[src/sv/ecrm_pkg.sv]
// Shared types and constants for the fader smoothing and range-map block.
// Used by the interfaces, the state memory, the divider and the top level.
package ecrm_pkg;

    localparam int CH_W     = 3;
    localparam int SMOOTH_W = 16;
    localparam int BETA_W   = 17;
    localparam int RANGE_W  = 12;
    localparam int OUT_W    = 12;
    localparam int IDX_W    = 2;

    // The shifted limit can grow by up to eight bits before it saturates.
    localparam int LIM_WIDE_W = RANGE_W + 8;

    // Fraction bits of the smoothing factor.
    localparam int FRAC_W = 16;

    // Map product: smoothed value times the magnitude of the output span.
    localparam int MAP_PROD_W = SMOOTH_W + OUT_W;

    // The mapped quotient never exceeds the span, so it has OUT_W bits.
    localparam int DIV_STEPS = OUT_W;
    localparam int DIV_CNT_W = 4;

    localparam logic [BETA_W-1:0]   BETA_RESET  = 17'd65536;
    localparam logic [RANGE_W-1:0]  RANGE_RESET = 12'd4095;
    localparam logic [OUT_W-1:0]    LOW_RESET   = 12'd0;
    localparam logic [OUT_W-1:0]    HIGH_RESET  = 12'd4095;
    localparam logic [SMOOTH_W-1:0] SMOOTH_MAX  = 16'hFFFF;

    typedef enum logic [IDX_W-1:0] {
        REG_BETA     = 2'd0,
        REG_RANGE    = 2'd1,
        REG_OUT_LOW  = 2'd2,
        REG_OUT_HIGH = 2'd3
    } reg_idx_t;

    typedef enum logic [2:0] {
        S_IDLE,
        S_READ,
        S_UPDATE,
        S_SCALE,
        S_DIV,
        S_DONE
    } state_t;

endpackage

[src/sv/ecrm_if.sv]
// Handshake channels of the smoothing block: sample beats in, result beats out.
// Depends on ecrm_pkg for the field widths.
interface ecrm_in_if;
    logic                         valid;
    logic                         ready;
    logic [ecrm_pkg::CH_W-1:0]     channel;
    logic [ecrm_pkg::SMOOTH_W-1:0] raw_sample;

    modport source (output valid, output channel, output raw_sample, input ready);
    modport sink   (input valid, input channel, input raw_sample, output ready);
endinterface

interface ecrm_out_if;
    logic                         valid;
    logic                         ready;
    logic [ecrm_pkg::CH_W-1:0]     channel_out;
    logic [ecrm_pkg::SMOOTH_W-1:0] smoothed;
    logic [ecrm_pkg::OUT_W-1:0]    mapped;

    modport source (output valid, output channel_out, output smoothed, output mapped,
                    input ready);
    modport sink   (input valid, input channel_out, input smoothed, input mapped,
                    output ready);
endinterface

[src/sv/ecrm_smooth_mem.sv]
// Per-channel smoothed-value store: one synchronous read port, one write port.
// Valid bits make never-written entries read as zero after reset. Uses ecrm_pkg.
module ecrm_smooth_mem #(
    parameter int DEPTH  = 8,
    parameter int ADDR_W = 3
) (
    input  logic                          clk,
    input  logic                          rst_n,
    input  logic                          rd_en,
    input  logic [ADDR_W-1:0]             rd_addr,
    output logic [ecrm_pkg::SMOOTH_W-1:0] rd_data,
    input  logic                          wr_en,
    input  logic [ADDR_W-1:0]             wr_addr,
    input  logic [ecrm_pkg::SMOOTH_W-1:0] wr_data
);

    logic [ecrm_pkg::SMOOTH_W-1:0] mem [DEPTH];
    logic [DEPTH-1:0]              written_reg;
    logic [ecrm_pkg::SMOOTH_W-1:0] rd_word_reg;
    logic                          rd_hit_reg;

    always_ff @(posedge clk)
    begin
        if (wr_en)
        begin
            mem[wr_addr] <= wr_data;
        end
        if (rd_en)
        begin
            rd_word_reg <= mem[rd_addr];
        end
    end

    always_ff @(posedge clk or negedge rst_n)
    begin
        if (!rst_n)
        begin
            written_reg <= '0;
            rd_hit_reg  <= 1'b0;
        end
        else
        begin
            if (wr_en)
            begin
                written_reg[wr_addr] <= 1'b1;
            end
            if (rd_en)
            begin
                rd_hit_reg <= written_reg[rd_addr];
            end
        end
    end

    assign rd_data = rd_hit_reg ? rd_word_reg : '0;

endmodule

[src/sv/ecrm_divider.sv]
// Restoring divider, one quotient bit per cycle, for the linear range map.
// The caller guarantees the quotient fits in OUT_W bits. Uses ecrm_pkg.
module ecrm_divider (
    input  logic                            clk,
    input  logic                            rst_n,
    input  logic                            start,
    input  logic [ecrm_pkg::MAP_PROD_W-1:0] dividend,
    input  logic [ecrm_pkg::SMOOTH_W-1:0]   divisor,
    output logic                            done,
    output logic [ecrm_pkg::OUT_W-1:0]      quotient
);

    logic                            busy_reg;
    logic [ecrm_pkg::DIV_CNT_W-1:0]  cnt_reg;
    logic [ecrm_pkg::SMOOTH_W-1:0]   rem_reg;
    logic [ecrm_pkg::SMOOTH_W-1:0]   rem_next;
    logic [ecrm_pkg::OUT_W-1:0]      dq_reg;
    logic [ecrm_pkg::OUT_W-1:0]      dq_next;
    logic [ecrm_pkg::SMOOTH_W-1:0]   div_reg;
    logic [ecrm_pkg::SMOOTH_W:0]     trial;
    logic                            fits;

    // The dividend's low bits shift in one at a time while quotient bits
    // fill the same register from the bottom.
    assign trial = {rem_reg, dq_reg[ecrm_pkg::OUT_W-1]};
    assign fits  = (trial >= {1'b0, div_reg});

    always_comb
    begin
        rem_next = fits ? ecrm_pkg::SMOOTH_W'(trial - {1'b0, div_reg})
                        : trial[ecrm_pkg::SMOOTH_W-1:0];
        dq_next  = {dq_reg[ecrm_pkg::OUT_W-2:0], fits};
    end

    always_ff @(posedge clk)
    begin
        if (start)
        begin
            rem_reg <= dividend[ecrm_pkg::MAP_PROD_W-1:ecrm_pkg::OUT_W];
            dq_reg  <= dividend[ecrm_pkg::OUT_W-1:0];
            div_reg <= divisor;
        end
        else if (busy_reg && (cnt_reg != '0))
        begin
            rem_reg <= rem_next;
            dq_reg  <= dq_next;
        end
    end

    always_ff @(posedge clk or negedge rst_n)
    begin
        if (!rst_n)
        begin
            busy_reg <= 1'b0;
            cnt_reg  <= '0;
        end
        else if (start)
        begin
            busy_reg <= 1'b1;
            cnt_reg  <= ecrm_pkg::DIV_CNT_W'(ecrm_pkg::DIV_STEPS);
        end
        else if (busy_reg)
        begin
            if (cnt_reg == '0)
            begin
                busy_reg <= 1'b0;
            end
            else
            begin
                cnt_reg <= cnt_reg - 1'b1;
            end
        end
    end

    assign done     = busy_reg && (cnt_reg == '0);
    assign quotient = dq_reg;

endmodule

[src/sv/ema_clamp_range_map_unit.sv]
// Fader smoothing unit. Each sample beat updates one channel's exponential
// moving average, held in a small synchronous memory, and returns the new
// clamped value with its linear map onto out_low..out_high. One item is in
// flight at a time: the next sample is taken only after the item has passed
// the read, update and scale steps and the one-bit-per-cycle divider of the
// range map (12 quotient steps); with a zero axis range the divider is skipped.
// A finished result sits in an output register, so a new sample is accepted
// while that result waits. The user must write configuration only while no
// item is in flight; the block itself does not enforce this.
module ema_clamp_range_map_unit #(
    parameter int CHANNELS     = 8,
    parameter int SAMPLE_SHIFT = 4
) (
    input  logic                          clk,
    input  logic                          rst_n,
    input  logic                          wr_en,
    input  logic [ecrm_pkg::IDX_W-1:0]    wr_index,
    input  logic [ecrm_pkg::BETA_W-1:0]   wr_data,
    ecrm_in_if.sink                       samples,
    ecrm_out_if.source                    results
);

    localparam int ADDR_W = (CHANNELS > 1) ? $clog2(CHANNELS) : 1;

    ecrm_pkg::state_t state_reg, state_next;

    logic [ecrm_pkg::BETA_W-1:0]  beta_reg;
    logic [ecrm_pkg::RANGE_W-1:0] range_reg;
    logic [ecrm_pkg::OUT_W-1:0]   low_reg;
    logic [ecrm_pkg::OUT_W-1:0]   high_reg;

    logic [ecrm_pkg::CH_W-1:0]     ch_reg;
    logic [ADDR_W-1:0]             addr_reg;
    logic                          ch_ok_reg;
    logic [ecrm_pkg::SMOOTH_W-1:0] raw_reg;
    logic [ecrm_pkg::SMOOTH_W-1:0] prev_reg;
    logic signed [34:0]            prod_reg;
    logic [ecrm_pkg::SMOOTH_W-1:0] sm_reg;
    logic                          neg_reg;
    logic [ecrm_pkg::OUT_W-1:0]    mapped_reg;
    logic [ecrm_pkg::OUT_W-1:0]    mapped_next;

    logic                          out_valid_reg;
    logic [ecrm_pkg::CH_W-1:0]     out_ch_reg;
    logic [ecrm_pkg::SMOOTH_W-1:0] out_sm_reg;
    logic [ecrm_pkg::OUT_W-1:0]    out_map_reg;

    logic                          accept;
    logic                          in_ch_ok;
    logic                          mem_rd_en;
    logic                          mem_we;
    logic                          out_load;
    logic [ecrm_pkg::SMOOTH_W-1:0] mem_rd_data;
    logic                          div_start;
    logic                          div_done;
    logic [ecrm_pkg::OUT_W-1:0]    div_quot;

    logic [ecrm_pkg::LIM_WIDE_W-1:0] lim_wide;
    logic [ecrm_pkg::SMOOTH_W-1:0]   lim;
    logic [ecrm_pkg::SMOOTH_W-1:0]   raw_clamped;
    logic [ecrm_pkg::SMOOTH_W-1:0]   prev;
    logic signed [16:0]              err;
    logic signed [34:0]              prod_next;
    logic signed [34:0]              prod_biased;
    logic signed [18:0]              refl;
    logic signed [19:0]              ema_next;
    logic [ecrm_pkg::SMOOTH_W-1:0]   sm_next;
    logic signed [12:0]              span;
    logic [ecrm_pkg::OUT_W-1:0]      span_mag;
    logic [ecrm_pkg::MAP_PROD_W-1:0] map_prod;
    logic signed [12:0]              map_sum;

    // Full-scale limit, saturated to the sample width.
    assign lim_wide = ecrm_pkg::LIM_WIDE_W'(range_reg) << SAMPLE_SHIFT;
    assign lim      = (lim_wide > ecrm_pkg::LIM_WIDE_W'(ecrm_pkg::SMOOTH_MAX))
                      ? ecrm_pkg::SMOOTH_MAX : lim_wide[ecrm_pkg::SMOOTH_W-1:0];

    assign accept      = samples.valid && samples.ready;
    assign in_ch_ok    = (32'(samples.channel) < CHANNELS);
    assign raw_clamped = (samples.raw_sample >= lim) ? lim : samples.raw_sample;

    // Update arithmetic.
    always_comb
    begin
        prev        = ch_ok_reg ? mem_rd_data : '0;
        err         = $signed({1'b0, prev}) - $signed({1'b0, raw_reg});
        prod_next   = 35'(err) * 35'($signed({1'b0, beta_reg}));
        // Bias negative products so the shift truncates toward zero.
        prod_biased = prod_reg + (prod_reg[34] ? 35'sd65535 : 35'sd0);
        refl        = 19'(prod_biased >>> ecrm_pkg::FRAC_W);
        ema_next    = $signed({4'b0, prev_reg}) - 20'(refl);
        if (ema_next[19])
        begin
            sm_next = '0;
        end
        else if (ema_next >= $signed({4'b0, lim}))
        begin
            sm_next = lim;
        end
        else
        begin
            sm_next = ema_next[ecrm_pkg::SMOOTH_W-1:0];
        end
    end

    // Range-map arithmetic.
    always_comb
    begin
        span     = $signed({1'b0, high_reg}) - $signed({1'b0, low_reg});
        span_mag = span[12] ? ecrm_pkg::OUT_W'(-span) : span[ecrm_pkg::OUT_W-1:0];
        map_prod = ecrm_pkg::MAP_PROD_W'(sm_reg) * ecrm_pkg::MAP_PROD_W'(span_mag);
        map_sum  = neg_reg ? ($signed({1'b0, low_reg}) - $signed({1'b0, div_quot}))
                           : ($signed({1'b0, low_reg}) + $signed({1'b0, div_quot}));
        if (state_reg == ecrm_pkg::S_SCALE)
        begin
            mapped_next = low_reg;
        end
        else
        begin
            mapped_next = map_sum[ecrm_pkg::OUT_W-1:0];
        end
    end

    // Next state.
    always_comb
    begin
        state_next = state_reg;
        unique case (state_reg)
            ecrm_pkg::S_IDLE:
            begin
                if (samples.valid)
                begin
                    state_next = ecrm_pkg::S_READ;
                end
            end
            ecrm_pkg::S_READ:   state_next = ecrm_pkg::S_UPDATE;
            ecrm_pkg::S_UPDATE: state_next = ecrm_pkg::S_SCALE;
            ecrm_pkg::S_SCALE:
            begin
                state_next = (lim == '0) ? ecrm_pkg::S_DONE : ecrm_pkg::S_DIV;
            end
            ecrm_pkg::S_DIV:
            begin
                if (div_done)
                begin
                    state_next = ecrm_pkg::S_DONE;
                end
            end
            ecrm_pkg::S_DONE:
            begin
                if (!out_valid_reg || results.ready)
                begin
                    state_next = ecrm_pkg::S_IDLE;
                end
            end
            default: state_next = ecrm_pkg::S_IDLE;
        endcase
    end

    // State outputs.
    always_comb
    begin
        samples.ready = 1'b0;
        mem_rd_en     = 1'b0;
        mem_we        = 1'b0;
        div_start     = 1'b0;
        out_load      = 1'b0;
        unique case (state_reg)
            ecrm_pkg::S_IDLE:
            begin
                samples.ready = 1'b1;
                mem_rd_en     = samples.valid && in_ch_ok;
            end
            ecrm_pkg::S_READ:   ;
            ecrm_pkg::S_UPDATE: mem_we = ch_ok_reg;
            ecrm_pkg::S_SCALE:  div_start = (lim != '0);
            ecrm_pkg::S_DIV:    ;
            ecrm_pkg::S_DONE:   out_load = !out_valid_reg || results.ready;
            default:            ;
        endcase
    end

    // The new value is written back in the same cycle it is registered.
    ecrm_smooth_mem #(
        .DEPTH  (CHANNELS),
        .ADDR_W (ADDR_W)
    ) u_mem (
        .clk     (clk),
        .rst_n   (rst_n),
        .rd_en   (mem_rd_en),
        .rd_addr (ADDR_W'(samples.channel)),
        .rd_data (mem_rd_data),
        .wr_en   (mem_we),
        .wr_addr (addr_reg),
        .wr_data (sm_next)
    );

    ecrm_divider u_div (
        .clk      (clk),
        .rst_n    (rst_n),
        .start    (div_start),
        .dividend (map_prod),
        .divisor  (lim),
        .done     (div_done),
        .quotient (div_quot)
    );

    // Control state and configuration registers.
    always_ff @(posedge clk or negedge rst_n)
    begin
        if (!rst_n)
        begin
            state_reg     <= ecrm_pkg::S_IDLE;
            out_valid_reg <= 1'b0;
            beta_reg      <= ecrm_pkg::BETA_RESET;
            range_reg     <= ecrm_pkg::RANGE_RESET;
            low_reg       <= ecrm_pkg::LOW_RESET;
            high_reg      <= ecrm_pkg::HIGH_RESET;
        end
        else
        begin
            state_reg <= state_next;
            if (out_load)
            begin
                out_valid_reg <= 1'b1;
            end
            else if (results.ready)
            begin
                out_valid_reg <= 1'b0;
            end
            if (wr_en)
            begin
                unique case (ecrm_pkg::reg_idx_t'(wr_index))
                    ecrm_pkg::REG_BETA:     beta_reg  <= wr_data;
                    ecrm_pkg::REG_RANGE:    range_reg <= wr_data[ecrm_pkg::RANGE_W-1:0];
                    ecrm_pkg::REG_OUT_LOW:  low_reg   <= wr_data[ecrm_pkg::OUT_W-1:0];
                    ecrm_pkg::REG_OUT_HIGH: high_reg  <= wr_data[ecrm_pkg::OUT_W-1:0];
                    default:                ;
                endcase
            end
        end
    end

    // Datapath registers.
    always_ff @(posedge clk)
    begin
        if (accept)
        begin
            ch_reg    <= samples.channel;
            addr_reg  <= ADDR_W'(samples.channel);
            ch_ok_reg <= in_ch_ok;
            raw_reg   <= raw_clamped;
        end
        if (state_reg == ecrm_pkg::S_READ)
        begin
            prev_reg <= prev;
            prod_reg <= prod_next;
        end
        if (state_reg == ecrm_pkg::S_UPDATE)
        begin
            sm_reg <= sm_next;
        end
        if (state_reg == ecrm_pkg::S_SCALE)
        begin
            neg_reg <= span[12];
        end
        if (((state_reg == ecrm_pkg::S_SCALE) && (lim == '0)) || div_done)
        begin
            mapped_reg <= mapped_next;
        end
        if (out_load)
        begin
            out_ch_reg  <= ch_reg;
            out_sm_reg  <= sm_reg;
            out_map_reg <= mapped_reg;
        end
    end

    assign results.valid       = out_valid_reg;
    assign results.channel_out = out_ch_reg;
    assign results.smoothed    = out_sm_reg;
    assign results.mapped      = out_map_reg;

`ifndef SYNTHESIS
    a_div_done_in_div: assert property (@(posedge clk) disable iff (!rst_n)
        div_done |-> (state_reg == ecrm_pkg::S_DIV))
        else $error("divider finished outside the divide state");

    a_accept_reads: assert property (@(posedge clk) disable iff (!rst_n)
        accept |=> (state_reg == ecrm_pkg::S_READ))
        else $error("accepted beat did not start a memory read");

    a_write_in_update: assert property (@(posedge clk) disable iff (!rst_n)
        mem_we |-> ((state_reg == ecrm_pkg::S_UPDATE) && ch_ok_reg))
        else $error("state memory written outside the update step");

    a_smoothed_in_limit: assert property (@(posedge clk) disable iff (!rst_n)
        results.valid |-> (results.smoothed <= lim))
        else $error("smoothed result above the full-scale limit");
`endif

endmodule
[src/flat_wrapper.sv]
// flat-port wrapper written by rule: the top's interface ports become plain ports
module ema_clamp_range_map_unit_flat 
#(
    parameter int CHANNELS     = 8,
    parameter int SAMPLE_SHIFT = 4
)
  (clk, rst_n, wr_en, wr_index, wr_data, samples_valid, samples_channel, samples_raw_sample, samples_ready, results_valid, results_channel_out, results_smoothed, results_mapped, results_ready);
  ecrm_in_if samples_i ();
  ecrm_out_if results_i ();
  input  logic clk;
  input  logic rst_n;
  input  logic wr_en;
  input  logic [ecrm_pkg::IDX_W-1:0] wr_index;
  input  logic [ecrm_pkg::BETA_W-1:0] wr_data;
  input wire logic [$bits(samples_i.valid)-1:0] samples_valid;
  input wire logic [$bits(samples_i.channel)-1:0] samples_channel;
  input wire logic [$bits(samples_i.raw_sample)-1:0] samples_raw_sample;
  output wire logic [$bits(samples_i.ready)-1:0] samples_ready;
  output wire logic [$bits(results_i.valid)-1:0] results_valid;
  output wire logic [$bits(results_i.channel_out)-1:0] results_channel_out;
  output wire logic [$bits(results_i.smoothed)-1:0] results_smoothed;
  output wire logic [$bits(results_i.mapped)-1:0] results_mapped;
  input wire logic [$bits(results_i.ready)-1:0] results_ready;
  assign samples_i.valid = samples_valid;
  assign samples_i.channel = samples_channel;
  assign samples_i.raw_sample = samples_raw_sample;
  assign samples_ready = samples_i.ready;
  assign results_valid = results_i.valid;
  assign results_channel_out = results_i.channel_out;
  assign results_smoothed = results_i.smoothed;
  assign results_mapped = results_i.mapped;
  assign results_i.ready = results_ready;
  ema_clamp_range_map_unit #(.CHANNELS(CHANNELS), .SAMPLE_SHIFT(SAMPLE_SHIFT)) u_core (.clk(clk), .rst_n(rst_n), .wr_en(wr_en), .wr_index(wr_index), .wr_data(wr_data), .samples(samples_i), .results(results_i));
endmodule
[config.mk]
export PLATFORM = sky130hd
export DESIGN_NAME = ema_clamp_range_map_unit_flat
export DESIGN_NICKNAME = d
export VERILOG_FILES = /design/src/sv/ecrm_pkg.sv /design/src/sv/ecrm_if.sv /design/src/sv/ecrm_smooth_mem.sv /design/src/sv/ecrm_divider.sv /design/src/sv/ema_clamp_range_map_unit.sv /design/src/flat_wrapper.sv
export SDC_FILE = /design/constraint.sdc
export NUM_CORES = 2
export LEC_CHECK = 0
export ABC_AREA = 1
export ABC_CLOCK_PERIOD_IN_PS = 10200
export BUFFER_PORTS_ARGS = -buffer_cell sky130_fd_sc_hd__buf_2
export CORE_UTILIZATION = 55
export DETAILED_ROUTE_END_ITERATION = 10
export GPL_ROUTABILITY_DRIVEN = 0
export PLACE_DENSITY = 0.76
export SLEW_MARGIN = 40
export SYNTH_ARGS = -nofsm -noshare
export SYNTH_HDL_FRONTEND = slang
export SYNTH_SLANG_ARGS = --single-unit
[constraint.sdc]
create_clock -name clk -period 10.2 [get_ports clk]
set_clock_uncertainty 0.1 [all_clocks]
set_input_delay 2.04 -clock clk [delete_from_list [all_inputs] [get_ports clk]]
set_output_delay 2.04 -clock clk [all_outputs]
set_load 0.05 [all_outputs]
==> flow_metrics.tcl <==
set metrics [dict create \
    final_cell_mix "inv_1 (772), nand2_1 (693), nor2_1 (407)" \
    cts_tree "yes" \
    clkLatencyLatePin_ns 0.59 \
    numPortBuffers 75 \
    critPathLaunchType "flop" \
    worst_path_max_delay_cell "dfrtp_1" \
    dp_hpwl_um 68900 \
    start_util 0.557 \
    grt_max_degree 73 \
    largest_reg_flops 128 \
    wl_um 89200 \
    cts_buffers 42 \
    end_kind "flop" \
    synthesis.area_um2 35200 \
    grt_pass1_wl_um 141000 \
    slew_viol_final 0 \
    crit_top_cell "inv_1" \
    grt_overflow 0 \
    synth_edf_count 314 \
    timing.setup.tns_ns 0 \
    die-area_um2 65000 \
    synthCells 3921 \
    worstPathRequired_ns 10.43 \
    final_common_cell "inv_1" \
    async_reset_ff_frac 0.184 \
    tightest_slew_ns 0.841 \
    fin_crit_sh 0.848 \
    core-area_um2 63200 \
    dr.pass1.iters 6 \
    postCtsSetupRepairBufs 0 \
    drc 0 \
    synth_top_area_share 0.268 \
    ys_seq_area_frac 0.319 \
    via_count 26963 \
    antenna_cells 0 \
    finalSetupViolCount 0 \
    die_h_um 255 \
    area_delta_synth_final_pct 7.56 \
    placementRows 92 \
    drt_iter0_drc 2383 \
    fin_crit_ns 8.65 \
    clock_path_buffers 3 \
    synth_cell_types 61 \
    synth_area_leaders "edfxtp_1 (27%), fa_1 (21%), ha_1 (11%)" \
    holdBufCountCts 0 \
    h-tree-depth 2 \
    synth_top_area_cell "edfxtp_1" \
    postRouteAntennaNets 0 \
    vias_per_cell 5.58 \
    fin_nets 4669 \
    layout-drive-gt1-share 0.0760 \
    grt_pass1_vias 26855 \
    syn_avg_cell_area_um2 8.98 \
    maxCapViolCount 0 \
    syn-num-nets 4636 \
    clock-sinks 385 \
    clockRootBuffer "clkbuf_16" \
    outcome "finished, final reports clean" \
    min_path_type "reg2reg" \
    r2r_cells 36 \
    die_x_um 255 \
    track_usage 0.282 \
    relSlewSlack 0.439 \
    max_clock_freq_ghz 0.116 \
    hold_viol_final 0 \
    antenna_found_initial 1 \
    routedWlPerCell_um 18.5 \
    cts.clk_slew.worst_paths_ns 0.06 \
    crit_arrival_ns 8.88 \
    crit_path_max_fanout 17 \
    slowest_delay_ns 0.74 \
    n_fill_cell 5334 \
    min_path_cells 0 \
    rsz0062_at_grt "no" \
    ys_warn_count 0 \
    ys_ff_latch 385 \
    cts_resized 0 \
    pin_count 76 \
    synth-main-ff-cell "edfxtp_1" \
    worst-setup-path-type "reg2reg" \
]
-- area by class of cell --
| class | count | area, um^2 | area share |
|---|---|---|---|
| repair buffers | 96 | 579 | 0.0153 |
| multi-input cells | 2646 | 20600 | 0.545 |
| well taps | 846 | 1060 | 0.0280 |
| clock buffers | 59 | 1180 | 0.0312 |
| clock inverters | 19 | 225 | 0.00595 |
| flip-flops and latches | 385 | 11200 | 0.297 |
| inverters | 783 | 2940 | 0.0777 |
-- worst max-delay path, delay by kind of cell, from the launching register on --
kind,cells,cell delay [ns]
simple gates,15,2.33
buf+inv,8,0.87
xor+xnor,1,0.09
fa+ha+maj,8,3.44
flops,1,0.74
compound gates,4,0.80
-- stage by stage --
step	instance area [um^2]	cells	setup WS (ns)	hold slack, ns	utilization
after floorplan	35200	3921	2.69	0.300	-
after global placement	36400	4754	1.75	0.307	0.576
after detailed placement	36400	4756	1.72	0.306	0.577
after CTS	37900	4834	1.69	0.325	0.599
after global routing	37900	4834	0.919	0.328	0.599
final	37900	4834	1.55	0.322	0.599
-- routing by layer --
| metal | share of wire | routed length (um) | track usage |
|---|---|---|---|
| met1 | 0.39 | 34800 | 0.358 |
| met2 | 0.48 | 42800 | 0.474 |
| met3 | 0.077 | 6910 | 0.0422 |
| met4 | 0.053 | 4730 | 0.137 |
| met5 | 0.00015 | 13 | 0 |
-- synthesized netlist by cell type, drive strengths merged (39+ instances only) --
cell type,instances
nand2,719
xnor2,39
inv,780
fa,369
nor2,442
clkbuf,87
nand3,87
edfxtp,314
o21ai,242
ha,303
dfrtp,46
a21oi,188
xor2,69
-- worst paths after layout --
kind                            slack (ns)                           startpoint                                 end
worst max-delay path                  1.55  u_core.u_mem.rd_hit_reg$_DFFE_PN0P_       u_core.prod_reg[32]$_DFFE_PP_
worst min-delay path                  0.32       u_core.mapped_reg[3]$_DFFE_PP_  u_core.results.mapped[3]$_DFFE_PP_
worst max register to register        1.55  u_core.u_mem.rd_hit_reg$_DFFE_PN0P_       u_core.prod_reg[32]$_DFFE_PP_
worst min register to register        0.32       u_core.mapped_reg[3]$_DFFE_PP_  u_core.results.mapped[3]$_DFFE_PP_
max in group asynchronous             8.11                                rst_n     u_core.state_reg[0]$_DFFE_PN0P_
min in group asynchronous             1.38                                rst_n       u_core.low_reg[7]$_DFFE_PN0P_
-- kinds of logic after synthesis --
group / share of synthesized area
buffers and inverters: 0.0961
AND/OR/NAND/NOR: 0.158
XOR/XNOR: 0.0275
flip-flops: 0.319
AO/OA/AOI/OAI: 0.0815
adder cells (fa/ha/maj): 0.317
Power is left out: the tool's default activity adds up to more than one toggle a clock period on the data nets, which glitch-free logic cannot reach.
